### config.mk
export PLATFORM = sky130hd
export DESIGN_NAME = fpr_cell
export DESIGN_NICKNAME = d
export VERILOG_FILES = /design/src/assert_macros.svh /design/src/fpr_pkg.sv /design/src/fpr_cell.sv
export SDC_FILE = /design/constraint.sdc
export NUM_CORES = 1
export LEC_CHECK = 0
export BUFFER_PORTS_ARGS = -buffer_cell sky130_fd_sc_hd__clkbuf_2
export CORE_ASPECT_RATIO = 1.2
export CORE_MARGIN = 2
export CORE_UTILIZATION = 38
export DETAILED_ROUTE_END_ITERATION = 6
export PLACE_DENSITY = 0.78
export SLEW_MARGIN = 30
export SYNTH_ARGS = -nofsm -noshare
export SYNTH_HDL_FRONTEND = slang
export SYNTH_SLANG_ARGS = --single-unit
### constraint.sdc
create_clock -name i_clk -period 1.6 [get_ports i_clk]
set_clock_uncertainty 0.2 [all_clocks]
set_input_delay 0.08 -clock i_clk [delete_from_list [all_inputs] [get_ports i_clk]]
set_output_delay 0.08 -clock i_clk [all_outputs]
set_load 0.01 [all_outputs]
### src/assert_macros.svh
// Assertion macros used by flac_predictor_restore.
`ifndef ASSERT_MACROS_SVH
`define ASSERT_MACROS_SVH
`ifndef NO_ASSERTIONS
`define ASSERT_SAME(label, clk, rst_n, a, b) \
    label: assert property (@(posedge clk) disable iff (!rst_n) (a) |-> (b)) \
        else $error("assertion failed");
`define ASSERT_NEXT(label, clk, rst_n, a, b) \
    label: assert property (@(posedge clk) disable iff (!rst_n) (a) |=> (b)) \
        else $error("assertion failed");
`else
`define ASSERT_SAME(label, clk, rst_n, a, b)
`define ASSERT_NEXT(label, clk, rst_n, a, b)
`endif
`endif

### src/fpr_pkg.sv
`default_nettype none
package fpr_pkg;
    typedef enum logic [1:0] {
        CMD_START    = 2'd0,
        CMD_COEF     = 2'd1,
        CMD_WARMUP   = 2'd2,
        CMD_RESIDUAL = 2'd3
    } t_command;

    localparam logic KIND_FIXED = 1'b0;
    localparam logic KIND_LPC   = 1'b1;
    localparam logic [5:0] FIXED_MAX_ORDER = 6'd4;

    typedef struct packed {
        logic push;
        logic rotate;
    } t_cell_ctl;
endpackage
`default_nettype wire

### src/fpr_cell.sv
`default_nettype none
module fpr_cell #(
    parameter int SAMPLE_BITS = 32,
    parameter int TAP_BITS    = 16
) (
    input  wire                     i_clk,
    input  fpr_pkg::t_cell_ctl      i_ctl,
    input  wire                     i_tap_we,
    input  wire  [TAP_BITS-1:0]     i_tap,
    input  wire  [SAMPLE_BITS-1:0]  i_prev_sample,
    input  wire  [SAMPLE_BITS-1:0]  i_next_sample,
    input  wire  [TAP_BITS-1:0]     i_next_tap,
    output logic [SAMPLE_BITS-1:0]  o_sample,
    output logic [TAP_BITS-1:0]     o_tap
);
    logic [SAMPLE_BITS-1:0] r_sample;
    logic [TAP_BITS-1:0]    r_tap;

    always_ff @(posedge i_clk) begin
        if (i_ctl.push) begin
            r_sample <= i_prev_sample;
        end else if (i_ctl.rotate) begin
            r_sample <= i_next_sample;
        end
        if (i_tap_we) begin
            r_tap <= i_tap;
        end else if (i_ctl.rotate) begin
            r_tap <= i_next_tap;
        end
    end

    assign o_sample = r_sample;
    assign o_tap    = r_tap;
endmodule
`default_nettype wire

**Word level (Yosys, flattened, before mapping)**

Cells that the tools add are included.

- Flip-flop bits (word level): 48
- Memories: 0
- Output and inout port bits: 48
- Bits of input ports: 100
- Word-level logic and storage cells: 8
- Bits in read-only memories: 0
- Bits in latches: 0
- Memory bits (writable): 0

- Equal/unequal tests: 0
- Add/subtract/negate cells: 0
- Reduce and logical (&&, ||, !) cells: 2
- Order comparisons: 0
- Bitwise gates (word level): 0
- Multipliers: 0
- Shift operators: 0
- Div/mod/pow operators: 0
- Muxes and demuxes: 4

Operator list:

| kind | number |
|---|---|
| 2-to-1 mux 32 bit | 2 |
| 2-to-1 mux 16 bit | 2 |
| nonzero test 2 bit | 2 |

**Logic depth before layout (Yosys ltp)**

Gate-level depths: netlist of the first run.

- Depth in word-level cells: 2
- Mapped depth: 3
- Gate-level depth less buffers: 1

**Worst setup path before layout of the first run**

Ideal clock, no wire load.

- Kind: input to register
- Start: input port i_ctl[1] in the netlist's numbering
- End: register r_sample[0] (netlist: o_sample[0]), enable pin
- Path buffers: 2
- Library setup time: 0.390 ns
- Cell stages on the path: 3
- Path slack: -0.093 ns
- Required time: 1.010 ns
- Data arrival time: 1.102 ns
- Cell sequence: buf_6 buf_12 or2_1

- Longest elaborated chain between the ends: 1

RTL lines:

| item | RTL line | text |
|---|---|---|
| start: declaration | fpr_cell.sv:7 | `input fpr_pkg::t_cell_ctl i_ctl,` |
| nonzero test 2 bit (no line) | n/a |  |
| end signal: assignment | fpr_cell.sv:21 | `r_sample <= i_prev_sample;` |
| end signal: assignment | fpr_cell.sv:23 | `r_sample <= i_next_sample;` |
| end: declaration | fpr_cell.sv:16 | `logic [SAMPLE_BITS-1:0] r_sample;` |

Every way passes these cells.
A chain may end at the register's enable or synchronous reset.

**Worst setup path after layout of the first run**

- Start: input port i_tap_we
- End: register r_tap[2] (netlist: o_tap[2]), data pin

- Longest elaborated chain between the ends: 1

RTL lines:

| item | RTL line | text |
|---|---|---|
| start: declaration | fpr_cell.sv:8 | `input wire i_tap_we,` |
| 2-to-1 mux 16 bit | fpr_cell.sv:25 | `if (i_tap_we) begin` |
| end signal: assignment | fpr_cell.sv:26 | `r_tap <= i_tap;` |
| end signal: assignment | fpr_cell.sv:28 | `r_tap <= i_next_tap;` |
| end: declaration | fpr_cell.sv:17 | `logic [TAP_BITS-1:0] r_tap;` |

Every way passes these cells.

==> results of run 1 <==
[kinds of logic (layout without fill, tap and decap cells)]
logic type,Yosys count,in the layout
AND/OR/NAND/NOR,2,2
multiplexers,48,48
flip-flops,48,48
buffers and inverters,6,257
[registers in the layout, summed over array words and instances (netlist names)]
register / count
o_sample: 32
o_tap: 16
[metal layers]
metal  GRT usage  vias to the layer above  wire, um
met5           0                        -         0
met4      0.0893                        0       206
met3       0.113                       18       991
met2       0.363                      145      3270
met1       0.219                      849      2560
li1            -                      902         -
[cells in the mapped netlist]
| library cell | number |
|---|---|
| buf_12 | 3 |
| buf_6 | 2 |
| buf_8 | 1 |
| edfxtp_1 | 48 |
| mux2_2 | 10 |
| mux2_4 | 38 |
| or2_1 | 2 |
[final cells by class]
type / instances / area, um^2 / area share
Timing Repair Buffer: 249 / 1760 / 0.432
Tap cell: 80 / 100 / 0.0245
Multi-Input combinational cell: 50 / 696 / 0.171
Clock buffer: 7 / 76.3 / 0.0187
Clock inverter: 1 / 3.75 / 0.000921
Sequential cell: 48 / 1440 / 0.353
[final timing paths]
check,end,from,cells past startpoint,slack (ps)
setup / recovery,o_tap[2],i_tap_we,4,70
hold / removal,o_sample[1],i_ctl[1],3,170
[power breakdown]
group,switching (mW),internal (mW),leakage [nW]
Combinational,0.296,0.467,1.40
Sequential,0.0415,1.54,0.489
Clock,0.363,0.305,0.0399
Total,0.700,2.31,1.93
[metrics by stage]
| step | hold WS (ps) | setup WS [ps] | cell area (um^2) | std cells | utilization |
|---|---|---|---|---|---|
| floorplan | 97.5 | 206 | 2230 | 104 | - |
| global placement | 181 | 269 | 3020 | 330 | 0.533 |
| detailed placement | 184 | 248 | 3020 | 330 | 0.533 |
| CTS | 172 | 28.0 | 4070 | 435 | 0.719 |
| global route | 172 | 51.5 | 4080 | 435 | 0.719 |
| finish | 174 | 72.3 | 4080 | 435 | 0.719 |
[what timing repair did]
item	CTS	global route
hold buffers	97	0
gates resized for setup	0	2
setup endpoints to repair	0	18
hold endpoints to repair	48	0
==> summary.txt, run 1 <==
Die W = 74.0 um
Crit path largest cell delay = 540 ps
Routed Wire Length = 7030 um
peak supply drop = 0.000377 V
Final Hold Viols = 0
diode count = 0
WP data required = 1440 ps
clk slew on worst S/H paths = 80 ps
final setup fails = 0
Fin Setup TNS = 0 ps
Post-route DRC = 0
CP bufs+invs = 3
Post-Synthesis Cells = 104
most frequent cells in the layout = clkbuf_2, dlygate4sd3_1, edfxtp_1
CTS tree = done
MaxCap Viol Count = 0
synth top area cells = edfxtp_1, mux2_4, mux2_2
minimum clock period = 1530 ps
status = finished, final reports clean
largest net degree at the start of global routing = 23
Worst Tran Pin Value = 380 ps
Top delay family on crit path = buffers and inverters
critical path, cell by cell = dlygate4sd3_1 -> clkbuf_2 -> buf_6 -> mux2_2
simple-gate area share of the yosys netlist = 0.00560
Slew Limit Headroom = 0.747
Startpoint Class = input pin
syn nets = 204
Synth cell types = 7
Die Footprint = 6510 um^2
CTS Root Cell = clkbuf_8
YS warnings = 0
Final nets = 454
Max FO, Critical Path = 12
Power, Total = 3.01 mW
area growth from synthesis to layout = 82.5%
largest family of logic cells by synthesized area = multiplexers
Fill cells = 337
Die H = 88.0 um
critical path class = in -> reg
first-pass GRT wire length = 10200 um
Leakage = 1.93 nW
adder-cell share of the synthesized area = 0
post-DP HPWL = 3650 um
drt first pass iters = 4
area leader, netlist = edfxtp_1
row cnt = 30
Vias/cell = 4.40
f_max = 0.655 GHz
Vias = 1914
Core Footprint = 5670 um^2
worst hold path type = in -> reg
Syn Area/Cell = 21.5 um^2
Sink Count = 48
Crit path arrival time = 1370 ps
layout cell share with drive strength beyond 1 = 0.583
unrepaired setup endpoints after global routing = no
vias in the first global route = 2121
TritonCTS Buffers = 5
drt first-iter violations = 69
GRT Residual Overflow = 0
GP Congestion = 0.753
Port Buf Inserts = 147
sequential share of the synthesized area = 0.645
Setup Buffers After CTS = 0
clk buf depth = 2
period utilisation layout = 0.955
All-Layer GR Usage = 0.214
post-route ant nets = 0
post-synthesis xor/xnor area fraction = 0
#FFs+latches synth = 48
CP endpoint kind = register
io pins = 148
post-synthesis mux area share = 0.306
Slowest-stage cell, CP = dlygate4sd3_1
initial antenna violation count = 0
Final Max Tran Viols = 0
Routed WL per cell = 16.2 um
commonest non-fill, non-tap cell in the layout = clkbuf_2
Synth top area share = 0.645
Netlist Area Pre-Place = 2230 um^2
Starting Density = 0.394
PD cells = 739 nW/um^2
H-tree Lvls = 2
post-synthesis compound-gate area fraction = 0
(Power assumes the default switching activity.)
==> run 2, diff against run 1 <==
--- a/config.mk
+++ b/config.mk
@@ -5,12 +5,13 @@
 export SDC_FILE = /design/constraint.sdc
 export NUM_CORES = 1
 export LEC_CHECK = 0
+export ABC_AREA = 1
 export BUFFER_PORTS_ARGS = -buffer_cell sky130_fd_sc_hd__clkbuf_2
 export CORE_ASPECT_RATIO = 1.2
 export CORE_MARGIN = 2
-export CORE_UTILIZATION = 38
+export CORE_UTILIZATION = 37
 export DETAILED_ROUTE_END_ITERATION = 6
-export PLACE_DENSITY = 0.78
+export PLACE_DENSITY = 0.77
 export SLEW_MARGIN = 30
 export SYNTH_ARGS = -nofsm -noshare
 export SYNTH_HDL_FRONTEND = slang
==> run 2 against run 1 <==
  * Die area shrank 0.83%
  * Sequential cell count is the same
  * Routed wire length fell by 12%
  * Maximum frequency is 2.0% lower
  * Non-clock buffer count is 1 lower
  * Worst hold slack got worse by 39 ps
  * Final cell count grew 19%
  * Sequential power barely moved
  * Clock power rose by 25%
  * Via count grew 18%
  * Total power is 4.6% higher
  * Combinational power is 3.4% lower
  * Highest routed layer unchanged
==> summary.txt, run 2 <==
status = finished, final reports clean
async set or reset register ratio after synthesis = 0
Die Footprint = 6460 um^2
GP Congestion = 0.715
GRT Residual Overflow = 0
TritonCTS Buffers = 5
Final Max Tran Viols = 0
Slowest-stage cell, CP = dlygate4sd3_1
Fill cells = 401
CP endpoint kind = register
PD cells = 795 nW/um^2
WP data required = 1440 ps
sequential share of the synthesized area = 0.668
largest net degree at the start of global routing = 34
CTS tree = done
synth top area cells = edfxtp_1, nand2_1, buf_6
Core Util, Final = 0.704
Post-synth EDFFs = 48
clk slew on worst S/H paths = 80 ps
CTS Root Cell = clkbuf_8
#FFs+latches synth = 48
Netlist Area Pre-Place = 2160 um^2
Synth cell types = 8
drt first pass iters = 4
row cnt = 30
Slew Limit Headroom = 0.781
clk buf depth = 2
Vias/cell = 4.37
Final Hold Viols = 0
drt first-iter violations = 86
Core Footprint = 5630 um^2
layout cell share with drive strength beyond 1 = 0.380
Die H = 87.6 um
Crit path arrival time = 1400 ps
initial antenna violation count = 0
final setup fails = 0
Post-route DRC = 0
period utilisation layout = 0.974
minimum clock period = 1560 ps
post-DP HPWL = 3820 um
Port Buf Inserts = 147
critical path, cell by cell = dlygate4sd3_1 -> clkbuf_2 -> nand2_1 -> nand2_1 -> dlygate4sd3_1
H-tree Lvls = 2
Die W = 73.7 um
MaxCap Viol Count = 0
peak supply drop = 0.000667 V
f_max = 0.642 GHz
Crit path largest cell delay = 560 ps
post-route ant nets = 0
syn nets = 307
Syn Area/Cell = 10.4 um^2
unrepaired setup endpoints after global routing = no
Fin Setup TNS = 0 ps
Worst Tran Pin Value = 329 ps
critical path class = in -> reg
max FFs per register = 32
Routed WL per cell = 12.0 um
Post-synth top cells = nand2_1, edfxtp_1, nand2_2
Starting Density = 0.383
Max FO, Critical Path = 1
worst hold path type = in -> reg
most frequent cell after synthesis = nand2_1
dominant synthesized flop cell = edfxtp_1
diode count = 0
Final nets = 552
Sink Count = 48
most frequent cells in the layout = clkbuf_2, nand2_1, dlygate4sd3_1
Post-Synthesis Cells = 207
area growth from synthesis to layout = 83.9%
first-pass GRT wire length = 9250 um
Synth top area share = 0.668
Routed Wire Length = 6210 um
commonest non-fill, non-tap cell in the layout = clkbuf_2
io pins = 148
All-Layer GR Usage = 0.187
area leader, netlist = edfxtp_1
YS warnings = 0
Startpoint Class = input pin
Leakage = 2.05 nW
Vias = 2257
vias in the first global route = 2193
## run 2: changes by cell type after synthesis
cell and delta:
buf_8 -1, buf_6 +5, buf_12 -2, or2_1 -2, buf_4 +2, inv_1 +1, inv_8 +2, mux2_2 -10
nand2_1 +135, nand2_2 +11, mux2_4 -38
## run 2: routing by layer
metal,vias up,GRT usage,part of all wire
li1,1147,-,-
met2,103,0.353,0.53
met3,14,0.0575,0.078
met1,993,0.190,0.37
met5,-,0,0
met4,0,0.0678,0.023
## run 2: worst paths after layout
path	start	endpoint	slack, ps	cells past startpoint
worst max-delay path	i_prev_sample[15]	o_sample[15]	40	5
worst min-delay path	i_ctl[0]	o_sample[20]	140	4
## run 2: area by class of cell
class,instances,area (um^2),share of cell area
clock buffers,5,68.8,0.0174
flip-flops and latches,48,1440,0.363
well taps,64,80.1,0.0202
multi-input cells,146,578,0.146
repair buffers,248,1730,0.437
inverters,3,26.3,0.00662
clock inverters,3,37.5,0.00946
## run 2: where the power goes
group / total, mW / internal [mW] / switching [mW]
combinational: 0.736 / 0.416 / 0.321
sequential: 1.58 / 1.54 / 0.0391
clock: 0.837 / 0.455 / 0.382
total: 3.15 / 2.41 / 0.741
## run 2: cell families after synthesis
logic type | count (synthesis) | synth area share
and+or+nand+nor | 146 | 0.267
DFF | 48 | 0.668
buffers and inverters | 13 | 0.0650
## run 2: timing repair
item                       CTS  global route
hold buffers                96             1
hold endpoints to repair    48             1
setup buffers                0             0
gates resized for setup      0             0
setup endpoints to repair    0             1
## run 2: critical path, delay by kind of cell
kind | cells | cell delay [ps]
buf+inv | 3 | 1220
simple gates | 2 | 110
## run 2: through the flow
stage	cell area (um^2)	total power, mW	worst slack (ps)	hold slack (ps)	instances
after floorplan	2160	1.85	257	52.8	207
after global placement	2900	2.10	393	143	413
after detailed placement	2900	2.12	370	147	413
after CTS	3970	3.17	76.0	118	517
after global routing	3970	3.31	12.7	163	517
final	3970	3.15	41.8	135	517
==> run 3, diff against run 2 <==
--- a/config.mk
+++ b/config.mk
@@ -11,7 +11,7 @@
 export CORE_MARGIN = 2
 export CORE_UTILIZATION = 37
 export DETAILED_ROUTE_END_ITERATION = 6
-export PLACE_DENSITY = 0.77
+export PLACE_DENSITY = 0.75
 export SLEW_MARGIN = 30
 export SYNTH_ARGS = -nofsm -noshare
 export SYNTH_HDL_FRONTEND = slang
==> run 3 against run 2 <==
  * Combinational power hardly changed
  * Sequential cell count stayed put
  * Non-clock buffer count stayed put
  * Sequential share of layout area hardly changed
  * Critical endpoint is now o_sample[1]
  * Highest routed layer unchanged
==> summary.txt, run 3 (synthesized netlist as in run 2, its figures left out) <==
Fin Setup TNS = 0 ps
Die Footprint = 6460 um^2
clk buf depth = 2
Starting Density = 0.383
placed cell area = 2900 um^2
Worst Tran Pin Value = 329 ps
All-Layer GR Usage = 0.187
Final Max Tran Viols = 0
max FFs per register = 32
most frequent cells in the layout = clkbuf_2, nand2_1, dlygate4sd3_1
H-tree Lvls = 2
WP data required = 1440 ps
TritonCTS Buffers = 5
PD cells = 796 nW/um^2
unrepaired setup endpoints after global routing = no
Vias = 2267
first-pass GRT wire length = 9360 um
commonest non-fill, non-tap cell in the layout = clkbuf_2
Leakage = 2.05 nW
final setup fails = 0
number of gates resized after CTS = 0
Crit path arrival time = 1410 ps
vias in the first global route = 2285
worst hold path type = in -> reg
clk slew on worst S/H paths = 80 ps
Core Util, Final = 0.705
peak supply drop = 0.000403 V
CTS Root Cell = clkbuf_8
area growth from synthesis to layout = 83.9%
WHS Path Cells = 4
GP Congestion = 0.737
CTS tree = done
drt first-iter violations = 90
diode count = 0
Core Footprint = 5630 um^2
Die H = 87.6 um
period utilisation layout = 0.982
f_max = 0.637 GHz
initial antenna violation count = 0
Final Hold Viols = 0
Sink Count = 48
CP endpoint kind = register
Startpoint Class = input pin
post-route ant nets = 0
Vias/cell = 4.38
post-DP HPWL = 3800 um
Max FO, Critical Path = 1
drt first pass iters = 4
GRT Residual Overflow = 0
Hold Path End = o_sample[26]
Final nets = 552
largest net degree at the start of global routing = 34
minimum clock period = 1570 ps
Die W = 73.7 um
Slew Limit Headroom = 0.781
Fill cells = 412
Port Buf Inserts = 147
status = finished, final reports clean
layout cell share with drive strength beyond 1 = 0.382
Routed WL per cell = 11.8 um
Routed Wire Length = 6130 um
HP Start = i_ctl[0]
critical path class = in -> reg
MaxCap Viol Count = 0
io pins = 148
row cnt = 30
Design Area, Final = 3970 um^2
Post-route DRC = 0
## run 3: changes by cell type in the layout (fill, tap and decap cells not counted)
cell,before,now
clkinv_2,0,1
clkinv_1,2,0
clkbuf_1,0,1
## run 3: worst max path at each step
stage | depth (start not counted) | endpoint | start
after floorplan | 4 | o_sample[0] | i_ctl[1]
after global placement | 4 | o_sample[4] | i_ctl[1]
after detailed placement | 4 | o_sample[2] | i_ctl[1]
after CTS | 5 | o_sample[4] | i_prev_sample[4]
after global routing | 5 | o_sample[15] | i_next_sample[15]
final | 5 | o_sample[1] | i_next_sample[1]
## run 3: metal layers
layer	part of all wire	global-route usage	vias to the layer above
li1	-	-	1149
met1	0.35	0.175	1010
met2	0.56	0.376	96
met3	0.075	0.0518	12
met4	0.018	0.0628	0
met5	0	0	-
## run 3: layout make-up
| type | count | area (um^2) | share of cell area |
|---|---|---|---|
| timing repair buffer | 248 | 1730 | 0.437 |
| inverter | 3 | 26.3 | 0.00662 |
| clock inverter | 2 | 35.0 | 0.00883 |
| sequential | 48 | 1440 | 0.363 |
| clock buffer | 6 | 72.6 | 0.0183 |
| tap | 64 | 80.1 | 0.0202 |
| multi-input combinational | 146 | 578 | 0.146 |
## run 3: what timing repair did
| item | CTS | global route |
|---|---|---|
| buffers inserted | 0 | 0 |
| endpoints found under the hold margin | 48 | 0 |
| hold buffers | 96 | 0 |
## run 3: stage by stage
step           instances  setup slack [ps]  hold slack (ps)  total power [mW]
6_report             517              29.5              137              3.16
5_1_grt              517              11.8              151              3.31
4_1_cts              517              78.0              136              3.18
3_5_place_dp         413               364              149              2.11
3_3_place_gp         413               388              144              2.10
2_1_floorplan        207               257             52.8              1.85
## run 3: power breakdown
| part | leakage [nW] | switching [mW] | internal, mW | total [mW] |
|---|---|---|---|---|
| clock | 0.0552 | 0.376 | 0.464 | 0.840 |
| combinational | 1.50 | 0.320 | 0.416 | 0.736 |
| sequential | 0.494 | 0.0388 | 1.54 | 1.58 |
## run 3: worst max-delay path, stage by stage
cell and delay, ps:
dlygate4sd3_1 550, clkbuf_2 120, nand2_2 50, nand2_1 50, dlygate4sd3_1 560
